<file path="src/rtl/bcc_pkg.sv">
// Package for the button click classifier.
// Holds the payload structs, the configuration struct, register indexes and reset values.
// Used by every module in rtl/.
package bcc_pkg;

	localparam int unsigned TIME_W = 32;
	localparam int unsigned CFG_W  = 16;
	localparam int unsigned CFG_IDX_W = 2;

	typedef logic [CFG_IDX_W-1:0] cfg_idx_t;

	localparam cfg_idx_t REG_CLICK_TIME      = 2'd0;
	localparam cfg_idx_t REG_LONG_PRESS_TIME = 2'd1;
	localparam cfg_idx_t REG_DEBOUNCE_TIME   = 2'd2;
	localparam cfg_idx_t REG_ACTIVE_LOW      = 2'd3;

	localparam logic [CFG_W-1:0] CLICK_TIME_RST      = 16'd600;
	localparam logic [CFG_W-1:0] LONG_PRESS_TIME_RST = 16'd1000;
	localparam logic [CFG_W-1:0] DEBOUNCE_TIME_RST   = 16'd50;
	localparam logic             ACTIVE_LOW_RST      = 1'b1;

	typedef struct packed {
		logic              level;
		logic [TIME_W-1:0] now_ms;
	} in_t;

	typedef struct packed {
		logic click;
		logic double_click;
		logic long_start;
		logic long_during;
		logic long_stop;
		logic long_held;
	} out_t;

	typedef struct packed {
		logic [CFG_W-1:0] click_time;
		logic [CFG_W-1:0] long_press_time;
		logic [CFG_W-1:0] debounce_time;
		logic             active_low;
	} cfg_t;

endpackage

</file>
<file path="src/rtl/bcc_fsm.sv">
// Click classification state machine: phase, press start time and long-press flag.
// Computes one result per accepted poll from the current state and configuration.
// Depends on bcc_pkg.
module bcc_fsm
	import bcc_pkg::*;
(
	input  logic clk,
	input  logic arst_n,
	input  logic take,
	input  in_t  in_data,
	input  cfg_t cfg,
	output out_t result
);

	typedef enum logic [2:0] {
		PH_IDLE     = 3'd0,
		PH_PRESSED  = 3'd1,
		PH_RELEASED = 3'd2,
		PH_SECOND   = 3'd3,
		PH_LONG     = 3'd4
	} phase_t;

	phase_t            phase_q, phase_d;
	logic [TIME_W-1:0] press_start_q;
	logic              long_q, long_d;
	logic              pressed;
	logic [TIME_W-1:0] elapsed;
	logic              lt_debounce, gt_long, gt_click;

	assign pressed = in_data.level ^ cfg.active_low;
	// Timestamps wrap, so the subtraction is taken modulo 2^32.
	assign elapsed     = in_data.now_ms - press_start_q;
	assign lt_debounce = elapsed < {{(TIME_W-CFG_W){1'b0}}, cfg.debounce_time};
	assign gt_long     = elapsed > {{(TIME_W-CFG_W){1'b0}}, cfg.long_press_time};
	assign gt_click    = elapsed > {{(TIME_W-CFG_W){1'b0}}, cfg.click_time};

	always_comb begin
		phase_d = phase_q;
		long_d  = long_q;
		result  = '0;
		unique case (phase_q)
			PH_PRESSED: begin
				if (!pressed && lt_debounce) begin
					phase_d = PH_IDLE;
				end else if (!pressed) begin
					phase_d = PH_RELEASED;
				end else if (gt_long) begin
					long_d             = 1'b1;
					result.long_start  = 1'b1;
					result.long_during = 1'b1;
					phase_d            = PH_LONG;
				end
			end
			PH_RELEASED: begin
				// The timeout wins over a second press on the same poll.
				if (gt_click) begin
					result.click = 1'b1;
					phase_d      = PH_IDLE;
				end else if (pressed) begin
					phase_d = PH_SECOND;
				end
			end
			PH_SECOND: begin
				if (!pressed) begin
					result.double_click = 1'b1;
					phase_d             = PH_IDLE;
				end
			end
			PH_LONG: begin
				if (!pressed) begin
					long_d           = 1'b0;
					result.long_stop = 1'b1;
					phase_d          = PH_IDLE;
				end else begin
					long_d             = 1'b1;
					result.long_during = 1'b1;
				end
			end
			default: begin
				phase_d = pressed ? PH_PRESSED : PH_IDLE;
			end
		endcase
		result.long_held = long_d;
	end

	always_ff @(posedge clk or negedge arst_n) begin
		if (!arst_n) begin
			phase_q       <= PH_IDLE;
			press_start_q <= '0;
			long_q        <= 1'b0;
		end else if (take) begin
			phase_q <= phase_d;
			long_q  <= long_d;
			if ((phase_q != PH_PRESSED) && (phase_q != PH_RELEASED) &&
			    (phase_q != PH_SECOND) && (phase_q != PH_LONG) && pressed) begin
				press_start_q <= in_data.now_ms;
			end
		end
	end

	// The long-press flag is set exactly while the machine sits in the long phase.
	a_long_matches_phase: assert property (@(posedge clk) disable iff (!arst_n)
		long_q == (phase_q == PH_LONG))
		else $error("long flag out of step with phase");

	// A press seen from idle always records its start time.
	a_press_start_latched: assert property (@(posedge clk) disable iff (!arst_n)
		(take && phase_q == PH_IDLE && pressed) |=>
		(press_start_q == $past(in_data.now_ms) && phase_q == PH_PRESSED))
		else $error("press start not captured");

endmodule

</file>
<file path="src/rtl/bcc_out_buf.sv">
// Two-entry output register with a skid stage for the result channel.
// Lets a new transaction in while a finished result waits for the receiver.
// Depends on bcc_pkg.
module bcc_out_buf
	import bcc_pkg::*;
(
	input  logic clk,
	input  logic arst_n,
	input  logic push_valid,
	output logic push_ready,
	input  out_t push_data,
	output logic out_valid,
	input  logic out_ready,
	output out_t out_data
);

	logic main_valid_q, skid_valid_q;
	out_t main_q, skid_q;
	logic push, pop;

	assign push_ready = !skid_valid_q;
	assign push       = push_valid && push_ready;
	assign pop        = main_valid_q && out_ready;
	assign out_valid  = main_valid_q;
	assign out_data   = main_q;

	always_ff @(posedge clk or negedge arst_n) begin
		if (!arst_n) begin
			main_valid_q <= 1'b0;
			skid_valid_q <= 1'b0;
		end else if (pop) begin
			if (skid_valid_q) begin
				skid_valid_q <= 1'b0;
			end else begin
				main_valid_q <= push;
			end
		end else if (push) begin
			if (main_valid_q) begin
				skid_valid_q <= 1'b1;
			end else begin
				main_valid_q <= 1'b1;
			end
		end
	end

	always_ff @(posedge clk) begin
		if (pop) begin
			main_q <= skid_valid_q ? skid_q : push_data;
		end else if (push && !main_valid_q) begin
			main_q <= push_data;
		end
		if (push && main_valid_q && !pop) begin
			skid_q <= push_data;
		end
	end

	a_skid_needs_main: assert property (@(posedge clk) disable iff (!arst_n)
		skid_valid_q |-> main_valid_q)
		else $error("skid entry held without a main entry");

	a_stall_fills_skid: assert property (@(posedge clk) disable iff (!arst_n)
		(push && main_valid_q && !out_ready) |=> (skid_valid_q && skid_q == $past(push_data)))
		else $error("stalled transaction not kept in skid stage");

	a_skid_drains: assert property (@(posedge clk) disable iff (!arst_n)
		(pop && skid_valid_q) |=> (main_valid_q && !skid_valid_q))
		else $error("skid entry not moved to output register");

endmodule

</file>
<file path="src/rtl/button_click_classifier.sv">
// Top level of the button click classifier.
// Holds the configuration registers and joins bcc_fsm and bcc_out_buf.
// Depends on bcc_pkg.
//
// Usage:
//   in channel  (in_valid/in_ready/in_data): one transaction per poll, carrying the raw
//     pin level and a free-running millisecond timestamp that may wrap.
//   out channel (out_valid/out_ready/out_data): exactly one result per poll, in order,
//     with click, double click and long-press start/during/stop flags plus the current
//     long-pressed status.
//   cfg port (cfg_we/cfg_index/cfg_wdata): click time, long-press time, debounce time
//     and pin polarity; write only while no poll is in flight.
// A poll's result is registered in the output buffer before it is shown on out_data.
// Throughput: one poll per cycle while in_ready is high. The state update is one
//   32-bit wrapping subtract and three compares, done in the cycle the poll is accepted.
// Stall: a two-entry output buffer keeps in_ready high for one more poll after the
//   receiver stops taking results; in_ready then drops until the backlog clears.
// Reset: arst_n clears the machine to idle, the press time and long flag to zero, the
//   output buffer to empty, and loads the default configuration.
module button_click_classifier
	import bcc_pkg::*;
(
	input  logic             clk,
	input  logic             arst_n,
	input  logic             in_valid,
	output logic             in_ready,
	input  in_t              in_data,
	output logic             out_valid,
	input  logic             out_ready,
	output out_t             out_data,
	input  logic             cfg_we,
	input  cfg_idx_t         cfg_index,
	input  logic [CFG_W-1:0] cfg_wdata
);

	cfg_t cfg_q;
	out_t result;
	logic take;

	assign take = in_valid && in_ready;

	always_ff @(posedge clk or negedge arst_n) begin
		if (!arst_n) begin
			cfg_q.click_time      <= CLICK_TIME_RST;
			cfg_q.long_press_time <= LONG_PRESS_TIME_RST;
			cfg_q.debounce_time   <= DEBOUNCE_TIME_RST;
			cfg_q.active_low      <= ACTIVE_LOW_RST;
		end else if (cfg_we) begin
			unique case (cfg_index)
				REG_CLICK_TIME:      cfg_q.click_time      <= cfg_wdata;
				REG_LONG_PRESS_TIME: cfg_q.long_press_time <= cfg_wdata;
				REG_DEBOUNCE_TIME:   cfg_q.debounce_time   <= cfg_wdata;
				REG_ACTIVE_LOW:      cfg_q.active_low      <= cfg_wdata[0];
				default: ;
			endcase
		end
	end

	bcc_fsm u_fsm (
		.clk     (clk),
		.arst_n  (arst_n),
		.take    (take),
		.in_data (in_data),
		.cfg     (cfg_q),
		.result  (result)
	);

	bcc_out_buf u_out_buf (
		.clk        (clk),
		.arst_n     (arst_n),
		.push_valid (in_valid),
		.push_ready (in_ready),
		.push_data  (result),
		.out_valid  (out_valid),
		.out_ready  (out_ready),
		.out_data   (out_data)
	);

endmodule

</file>
<file path="config.mk">
export PLATFORM = sky130hd
export DESIGN_NAME = button_click_classifier
export DESIGN_NICKNAME = d
export VERILOG_FILES = /design/src/rtl/bcc_pkg.sv /design/src/rtl/bcc_fsm.sv /design/src/rtl/bcc_out_buf.sv /design/src/rtl/button_click_classifier.sv
export SDC_FILE = /design/constraint.sdc
export NUM_CORES = 1
export LEC_CHECK = 0
export BUFFER_PORTS_ARGS = -buffer_cell sky130_fd_sc_hd__buf_4
export CORE_AREA = 2 2 145 119
export DETAILED_ROUTE_END_ITERATION = 10
export DIE_AREA = 0 0 147 121
export PLACE_DENSITY = 0.66
export SYNTH_ARGS = -nofsm -noshare
export SYNTH_HDL_FRONTEND = slang
export SYNTH_HIERARCHICAL = 1
export SYNTH_SLANG_ARGS = --single-unit
</file>
<file path="constraint.sdc">
create_clock -name clk -period 4.2 [get_ports clk]
set_input_delay 1.26 -clock clk [delete_from_list [all_inputs] [get_ports clk]]
set_output_delay 1.26 -clock clk [all_outputs]
set_load 0.005 [all_outputs]
</file>
### Word-level counts from Yosys, hierarchy flattened

Index checks and enable logic that the tools add are counted.

| storage, ports and cells | value |
|---|---|
| bits in registers | 99 |
| input port bits | 56 |
| output and inout port bits | 8 |
| word-level logic and storage cells | 100 |

| operators by class | value |
|---|---|
| $add $sub $neg | 1 |
| order comparisons | 3 |
| equality and inequality tests | 15 |
| mux-type cells | 32 |
| bitwise logic cells | 1 |
| reductions and logical operators | 27 |

Operator list:

| kind | count |
|---|---|
| greater-than comparator 32 x 16 -> 1 bit | 2 |
| less-than comparator 32 x 16 -> 1 bit | 1 |
| subtractor 32 bit | 1 |
| 2-to-1 mux 3 bit | 6 |
| 2-to-1 mux 6 bit | 3 |
| 2-to-1 mux 1 bit | 17 |
| AND reduction 2 bit | 7 |
| logical AND 1 bit | 10 |
| case mux 3 bit (3 select lines) | 1 |
| equality test 3 x 2 -> 1 bit (second input constant) | 2 |
| 2-to-1 mux 2 bit | 3 |
| != test 3 x 1 -> 1 bit (second input constant) | 2 |
| != test 3 x 2 -> 1 bit (second input constant) | 2 |
| nonzero test 2 bit | 3 |
| equality test 2 bit (second input constant) | 2 |
| zero test 1 bit | 4 |
| != test 2 bit (second input constant) | 2 |
| != test 4 bit (second input constant) | 1 |
| case mux 1 bit (2 select lines) | 2 |
| AND reduction 4 bit | 1 |
| equality test 3 x 1 -> 1 bit (second input constant) | 1 |
| equality test 3 bit (second input constant) | 1 |
| != test 3 bit (second input constant) | 1 |
| equality test 2 x 1 -> 1 bit (second input constant) | 1 |
| 3 further kinds | 3 |

### Depth between registers and ports, before layout

Gate-level depths: netlist of the first run.

| depth | value |
|---|---|
| depth in word-level cells | 8 |
| gate-level depth with buffers | 20 |
| mapped depth without buffers | 20 |

### Hierarchy

Netlist of the first run, hierarchy kept.

Modules (own cells, without submodules):

| module | times used | cells an instance | area each (µm²) | sequential area each (µm²) |
|---|---|---|---|---|
| bcc_fsm | 1 | 582 | 4805.9 | 900.9 |
| button_click_classifier | 1 | 106 | 1880.6 | 1243.7 |
| bcc_out_buf | 1 | 31 | 544.3 | 410.4 |

### Worst setup path before layout of the first run

No wires, ideal clock.

| timing | value |
|---|---|
| kind | input -> register |
| from | input in_data[0] (netlist name) |
| to | register u_out_buf.main_q (netlist bit u_out_buf/out_data[0]) (data pin) |
| setup time | 0.260 ns |
| arrival time | 4.483 ns |
| required time | 3.940 ns |
| setup slack | -0.543 ns |
| stages | 18 |
| buffers on the path | 1 |
| cells stage by stage | inv_1 -> ha_1 -> fa_1 -> nor2b_4 -> o2111ai_1 -> a211oi_2 -> nor3_1 -> xnor2_1 -> ha_1 -> nand3_1 -> nor2_1 -> nand2_1 -> or3_1 -> o21ai_0 -> nor3b_2 -> o22ai_1 -> buf_4 -> mux2_2 |

| on the way | value |
|---|---|
| cells in the longest elaborated chain, start to end | 8 |
| elaborated cells on any way between the ends | 11 |
| those cells by class | 1 x add/sub; 2 x order compare; 7 x mux; 1 x reduce/logical |

Ends and longest elaborated chain:

| element | line | source |
|---|---|---|
| start, declared | button_click_classifier.sv:27 | `input in_t in_data,` |
| subtractor 32 bit (*) | bcc_fsm.sv:32 | `assign elapsed = in_data.now_ms - press_start_q;` |
| greater-than comparator 32 x 16 -> 1 bit | bcc_fsm.sv:34 | `assign gt_long = elapsed > {{(TIME_W-CFG_W){1'b0}}, cfg.long_press_time};` |
| 2-to-1 mux 1 bit | bcc_fsm.sv:47 | `end else if (gt_long) begin` |
| 2-to-1 mux 1 bit | bcc_fsm.sv:45 | `end else if (!pressed) begin` |
| 2-to-1 mux 1 bit (*) | bcc_fsm.sv:43 | `if (!pressed && lt_debounce) begin` |
| case mux 1 bit (2 select lines) (*) | bcc_fsm.sv:41 | `unique case (phase_q)` |
| named net u_fsm.long_d | bcc_fsm.sv:25 | `logic long_q, long_d;` |
| 2-to-1 mux 6 bit (on tied branches) | bcc_out_buf.sv:49, bcc_out_buf.sv:48 |  |
| 2-to-1 mux 6 bit (*) | bcc_out_buf.sv:47 | `if (pop) begin` |
| end signal, assigned | bcc_out_buf.sv:48 | `main_q <= skid_valid_q ? skid_q : push_data;` |
| end signal, assigned | bcc_out_buf.sv:50 | `main_q <= push_data;` |
| end, declared | bcc_out_buf.sv:18 | `out_t main_q, skid_q;` |

The timed path passes the listed nets; every way through them passes the cells marked *. The select of a mux whose other input is x is not followed.
A chain may end at the register's enable or synchronous reset.

==> flow_summary.json, run 1 <==
{
  "status": "complete, but fails checks",
  "violations": "negative setup slack",
  "synth_nets": 854,
  "worst_hold_slack_ns": 0.504,
  "gp_congestion": 0.868,
  "grt_pass1_wl_um": 30100,
  "worst_pin_slew_ns": 0.932,
  "vdd_drop_max_uv": 337,
  "min_period_over_period": 1.06,
  "first_pass_iters": 5,
  "p_leak_nw": 4.55,
  "cts_tree": "done",
  "clock.fmax_mhz": 225,
  "cts_made_buffers": 9,
  "hpwl_um": 14100,
  "num_io_pins": 64,
  "rows": 42,
  "cts-root-buf": "clkbuf_16",
  "die_h_um": 121,
  "synth.avg_cell_area_um2": 10.1,
  "synth_top_family_by_area": "compound AO/OA/AOI/OAI gates",
  "design_area_mm2": 0.00977,
  "synth_compound_area_frac": 0.170,
  "fp.dieW_um": 147,
  "rsz0062_at_grt": "true",
  "finalHoldViolCount": 0,
  "ys_warn_count": 6,
  "hold_path.class": "reg2reg",
  "async_reset_ff_frac": 0.879,
  "synthMuxAreaShare": 0.135,
  "worstPathRequired_ns": 4.31,
  "final_common_cell": "buf_4",
  "cts_buffer_depth": 2,
  "endpoint_kind": "register",
  "ff2ff_setup_slack_ns": 0.33,
  "clk_latency_ns": 0.36,
  "wl_per_cell_um": 16.1,
  "mostFrequentLayoutCells": "buf_4 (208), inv_1 (87), mux2_2 (82), dfrtp_1 (73), ha_1 (70)",
  "layout_min_cycle_time_ns": 4.45,
  "grt-ovfl-total": 0,
  "final_util": 0.600,
  "setup_viol": 9,
  "drt_wl_total_um": 18400,
  "n_antenna_cell": 0,
  "final.setup.tns_ns": -1.41,
  "htreeDepth": 3,
  "grt_pass1_vias": 6162,
  "cts.sinks": 99,
  "core_mm2": 0.0163,
  "critPathArrivalTime_ns": 4.56,
  "ys.flop_type": "dfrtp_1",
  "drt_iter0_drc": 297,
  "place_area_mm2": 0.00890,
  "timing.slew.headroom": 0.378,
  "seqCellArea_mm2": 0.00255,
  "via_per_inst": 5.36,
  "fin_skew_ns": 0.00776,
  "r2r_start": "u_fsm/press_start_q[0]",
  "reg2regPathDepth": 16,
  "grt_start_max_net_pins": 72,
  "cp_max_fo": 4,
  "syn2layout_area_growth_pct": 35.1,
  "whs_path_depth": 1,
  "antenna_found_initial": 0,
  "final_max_slew_viol_count": 0,
  "fp.dieArea_mm2": 0.0178,
  "synthAdderAreaFrac": 0.138,
  "power_density_mw_per_mm2": 806,
  "ys_ff_latch": 99,
  "synthCells": 719,
  "io_buffers": 63,
  "place_inst": 1109,
  "via_count": 6141,
  "fin_ws_ns": -0.253,
  "stdcell_count": 1145,
  "crit_type": "in2reg",
  "nFillCells": 1397,
  "multi_input_area_mm2": 0.00468,
  "clk_pin_slew_ns": 0.07,
  "synth-xor-area-share": 0.0279,
  "yosysUniqueCellTypes": 71,
  "initial_core_util": 0.444,
  "drc": 0,
  "drive_gt1_frac": 0.437,
  "r2r-end": "u_out_buf/out_data[0]",
  "hp-start": "u_fsm/press_start_q[13]",
  "netlist_area_mm2": 0.00723,
  "track_usage": 0.211,
  "holdPathEnd": "u_fsm/press_start_q[13]",
  "nets": 1055,
  "drv_cap": 0,
  "synth_edf_count": 12,
  "synth-seq-area-share": 0.353,
  "yosys.area_share.simple": 0.114,
  "start_kind": "input pin",
  "drtAntennaViolNets": 0
}
-- cell families after synthesis --
group,Yosys count
and+or+nand+nor,147
xor gates and xnor gates,23
AOI/OAI and AO/OA,176
adders and majority gates,79
DFF,99
buffers and inverters,108
muxes,87
-- worst max-delay path, cell delays in order --
cell	delay [ns]
buf_8	0.09
inv_12	0.03
ha_4	0.15
fa_2	0.37
nor2b_4	0.15
o2111ai_4	0.18
a211oi_2	0.37
nor3_2	0.07
xnor2_1	0.14
ha_1	0.19
a21o_1	0.17
a21o_1	0.18
a21oi_2	0.19
o31ai_4	0.12
o21ai_4	0.20
nor3b_4	0.29
o22ai_2	0.13
mux2_4	0.26
-- how the worst max path moves through the flow --
| stage | from | endpoint | cells after the start |
|---|---|---|---|
| floorplan | in_data[0] | u_out_buf/out_data[0] | 19 |
| global route | in_data[0] | u_out_buf/out_data[0] | 18 |
| detailed placement | in_data[0] | u_fsm/phase_q[2] | 20 |
| CTS | in_data[0] | u_out_buf/out_data[2] | 19 |
| global placement | in_data[0] | u_out_buf/out_data[5] | 19 |
| finish | in_data[0] | u_out_buf/out_data[0] | 18 |
-- report_power, final --
part | switching, mW | internal, mW
logic | 2.65 | 2.84
clock network | 0.389 | 0.527
registers | 0.172 | 1.30
total | 3.21 | 4.67
-- routing by layer --
metal	GRT usage	vias to the layer above	part of all wire
met5	0	-	0
met1	0.279	2968	0.47
met2	0.354	135	0.47
met4	0.0667	0	0.021
li1	-	3010	-
met3	0.0380	28	0.040
-- final cells by class --
cell class              count  area share
clock buffers              11      0.0238
clock inverters             5     0.00871
inverters                  88      0.0351
multi-input cells         512       0.479
flip-flops and latches     99       0.262
well taps                 220      0.0282
repair buffers            210       0.163
-- synthesized netlist by cell type (all sizes together), types with 3 or more instances --
cell type,count,share of area
a2111oi,4,0.0074
a211oi,4,0.0048
a21boi,4,0.0042
a21o,19,0.020
a21oi,49,0.035
a311oi,3,0.0036
a31oi,4,0.0035
and2,3,0.0026
and3,5,0.0045
buf,5,0.0067
clkbuf,15,0.0092
dfrtp,73,0.25
dfstp,14,0.051
edfxtp,12,0.050
ha,78,0.13
inv,88,0.046
mux2,86,0.13
nand2,29,0.015
nand2b,9,0.0078
nand3,11,0.0093
nand3b,3,0.0042
nand4,17,0.017
nor2,36,0.019
nor2b,12,0.011
nor3,12,0.0083
nor4,3,0.0047
o2111ai,7,0.0085
o211ai,4,0.0042
o21a,17,0.018
o21ai,31,0.021
o21bai,4,0.0042
o31ai,6,0.0095
xnor2,13,0.016
xor2,10,0.012
-- registers in the layout, indices dropped and copies added, names as in the netlist --
register	cells
u_fsm/press_start_q	32
u_out_buf/out_valid	1
u_out_buf/skid_q	6
u_out_buf/skid_valid_q	1
u_fsm/phase_q	3
u_fsm/long_q	1
cfg_q	49
u_out_buf/out_data	6
-- through the flow --
| stage | total power [mW] | worst slack (ns) |
|---|---|---|
| floorplan | 4.27 | -0.325 |
| global placement | 6.00 | -0.789 |
| detailed placement | 6.17 | -0.915 |
| CTS | 7.47 | -0.153 |
| global route | 8.51 | -0.405 |
| finish | 7.87 | -0.253 |
-- repair_timing --
action / CTS / global route
pin swaps: 22 / 17
endpoints found under the setup margin: 11 / 11
gates resized for setup: 42 / 34
hold buffers: 0 / 0
setup buffers: 12 / 10
(Power assumes the default switching activity.)
==> run 2, diff against run 1 <==
CORE_AREA = 2 2 125 103   (was 2 2 145 119)
DIE_AREA = 0 0 127 105   (was 0 0 147 121)
PLACE_DENSITY = 0.84   (was 0.66)
==> run 2 against run 1 <==
  * The run still ends with negative setup slack left
  * Cell count shrank 6.8%
  * Sequential share of layout area grew 0.45 points
  * Power grew 2.4%
  * Design area shrank 1.7%
  * First-iteration DRC count grew 94%
  * Critical path depth is the same
  * Combinational power grew 3%
  * Clock skew grew 0.0036 ns
  * Register-to-register slack lost 0.12 ns
  * Setup slack lost 0.077 ns
==> flow_summary.json, run 2 (synthesis gave the netlist of run 1 again) <==
{
  "whs_path_depth": 1,
  "n_antenna_cell": 0,
  "clk_pin_slew_ns": 0.07,
  "vdd_drop_max_uv": 440,
  "crit_buf_inv": 4,
  "via_per_inst": 6.22,
  "fp.dieArea_mm2": 0.0133,
  "critPathTopFamily": "simple AND/OR/NAND/NOR gates",
  "core_mm2": 0.0120,
  "nets": 1045,
  "die_h_um": 105,
  "critPathArrivalTime_ns": 4.65,
  "hpwl_um": 14600,
  "drt_wl_total_um": 21700,
  "drtAntennaViolNets": 0,
  "top_regs": "cfg_q x49, u_fsm/press_start_q x32",
  "grt-ovfl-total": 0,
  "num_io_pins": 64,
  "fin_ws_ns": -0.330,
  "layout_min_cycle_time_ns": 4.53,
  "cts_tree": "done",
  "violations": "negative setup slack",
  "regMostFlops": "cfg_q",
  "drc": 0,
  "clk_latency_ns": 0.37,
  "r2r-end": "u_out_buf/out_data[0]",
  "r2r_start": "u_fsm/press_start_q[4]",
  "cts_buffer_depth": 2,
  "setup_viol": 10,
  "first_pass_iters": 6,
  "pre_cts_slack_ns": -0.864,
  "drv_cap": 0,
  "syn2layout_area_growth_pct": 32.8,
  "cp_max_fo": 3,
  "seqCellArea_mm2": 0.00255,
  "final_max_slew_viol_count": 0,
  "largest_register_ffs": 49,
  "drt_iter0_drc": 576,
  "wl_per_cell_um": 20.3,
  "hold_path.class": "reg2reg",
  "ff2ff_setup_slack_ns": 0.21,
  "rsz0062_at_grt": "true",
  "io_buffers": 63,
  "fin_skew_ns": 0.0114,
  "mostFrequentLayoutCells": "buf_4 (197), inv_1 (87), mux2_2 (83), dfrtp_1 (73), ha_1 (68)",
  "timing.slew.headroom": 0.372,
  "start_kind": "input pin",
  "hp-start": "u_fsm/press_start_q[15]",
  "antenna_found_initial": 0,
  "holdPathEnd": "u_fsm/press_start_q[15]",
  "final_common_cell": "buf_4",
  "p_leak_nw": 4.51,
  "clock.fmax_mhz": 221,
  "crit_slowest_cell": "or3_4",
  "finalHoldViolCount": 0,
  "worst_pin_slew_ns": 0.941,
  "track_usage": 0.314,
  "power_density_mw_per_mm2": 839,
  "crit_chain": "buf_8 -> ha_4 -> buf_4 -> buf_4 -> o2111a_1 -> o211ai_1 -> buf_4 -> nand2_1 -> xor2_1 -> ha_1 -> nand4_1 -> nor2_2 -> nand2_2 -> or3_4 -> o21ai_4 -> nor3b_4 -> o22ai_2 -> mux2_4",
  "drive_gt1_frac": 0.422,
  "via_count": 6640,
  "rows": 36,
  "min_period_over_period": 1.08,
  "initial_core_util": 0.603,
  "fp.dieW_um": 127,
  "endpoint_kind": "register",
  "multi_input_area_mm2": 0.00467,
  "crit_path_frequent_cell": "buf_4",
  "htreeDepth": 3,
  "reg2regPathDepth": 18,
  "nFillCells": 703,
  "cts-root-buf": "clkbuf_16",
  "final_util": 0.801,
  "crit_type": "in2reg",
  "gp_congestion": 0.942,
  "status": "complete, but fails checks",
  "cpPeakStageDelay_ns": 0.38,
  "grt_pass1_vias": 6771,
  "worstSetupPathDepth": 18,
  "holdBufCountCts": 0,
  "grt_pass1_wl_um": 33100,
  "grt_start_max_net_pins": 47,
  "cts.sinks": 99,
  "cts_made_buffers": 9,
  "worstPathRequired_ns": 4.32
}
==> run 2: what timing repair did <==
action	CTS	global route
cloned	0	0
gates resized for setup	46	20
endpoints found under the setup margin	11	11
pin swaps	26	20
buffers inserted	14	4
==> run 2: area by class of cell <==
class | count | area share
clock inverter | 3 | 0.00469
multi-input combinational | 512 | 0.486
timing repair buffer | 200 | 0.159
sequential | 99 | 0.266
tap | 152 | 0.0198
clock buffer | 13 | 0.0281
inverter | 88 | 0.0357
==> run 2: layer usage <==
| layer | wire length, um | vias to the layer above | GRT usage |
|---|---|---|---|
| met1 | 8600 | 3207 | 0.371 |
| met3 | 1290 | 94 | 0.0753 |
| li1 | - | 2988 | - |
| met5 | 0 | - | 0 |
| met4 | 1000 | 0 | 0.140 |
| met2 | 10800 | 351 | 0.543 |
==> run 2: worst register-to-register path, stage by stage (launching register included) <==
cell and delay, ns:
dfrtp_1 0.37, inv_1 0.09, ha_4 0.22, buf_4 0.15, buf_4 0.14, o2111a_1 0.15, o211ai_1 0.35, buf_4 0.19
nand2_1 0.06, xor2_1 0.19, ha_1 0.33, nand4_1 0.12, nor2_2 0.13, nand2_2 0.08, or3_4 0.38, o21ai_4 0.09
nor3b_4 0.30, o22ai_2 0.14, mux2_4 0.27
==> run 2: worst max path at each step <==
stage	startpoint	to	slack [ns]
6_report	in_data[4]	u_out_buf/out_data[0]	-0.33
3_5_place_dp	in_data[0]	u_fsm/phase_q[2]	-0.86
5_1_grt	in_data[4]	u_fsm/phase_q[0]	-0.43
2_1_floorplan	in_data[0]	u_out_buf/out_data[0]	-0.32
3_3_place_gp	in_data[1]	u_out_buf/out_data[2]	-0.69
4_1_cts	in_data[4]	u_out_buf/out_data[2]	-0.20
==> run 2: report_power, final <==
part	internal (mW)	switching, mW	leakage, nW
Clock	0.513	0.379	0.156
Sequential	1.30	0.197	1.13
Combinational	2.78	2.89	3.23
Total	4.60	3.46	4.51
==> run 2: metrics by stage <==
| stage | cells | area, um2 | hold WS [ns] | power, mW | TNS (ns) |
|---|---|---|---|---|---|
| 6_report | 1067 | 9600 | 0.506 | 8.06 | -2.30 |
| 5_1_grt | 1067 | 9600 | 0.520 | 8.48 | -3.21 |
| 4_1_cts | 1063 | 9430 | 0.509 | 7.51 | -1.09 |
| 3_5_place_dp | 1033 | 8760 | 0.489 | 6.12 | -8.09 |
| 3_3_place_gp | 1033 | 8760 | 0.487 | 5.82 | -6.39 |
| 2_1_floorplan | 719 | 7320 | 0.474 | 4.27 | -1.21 |
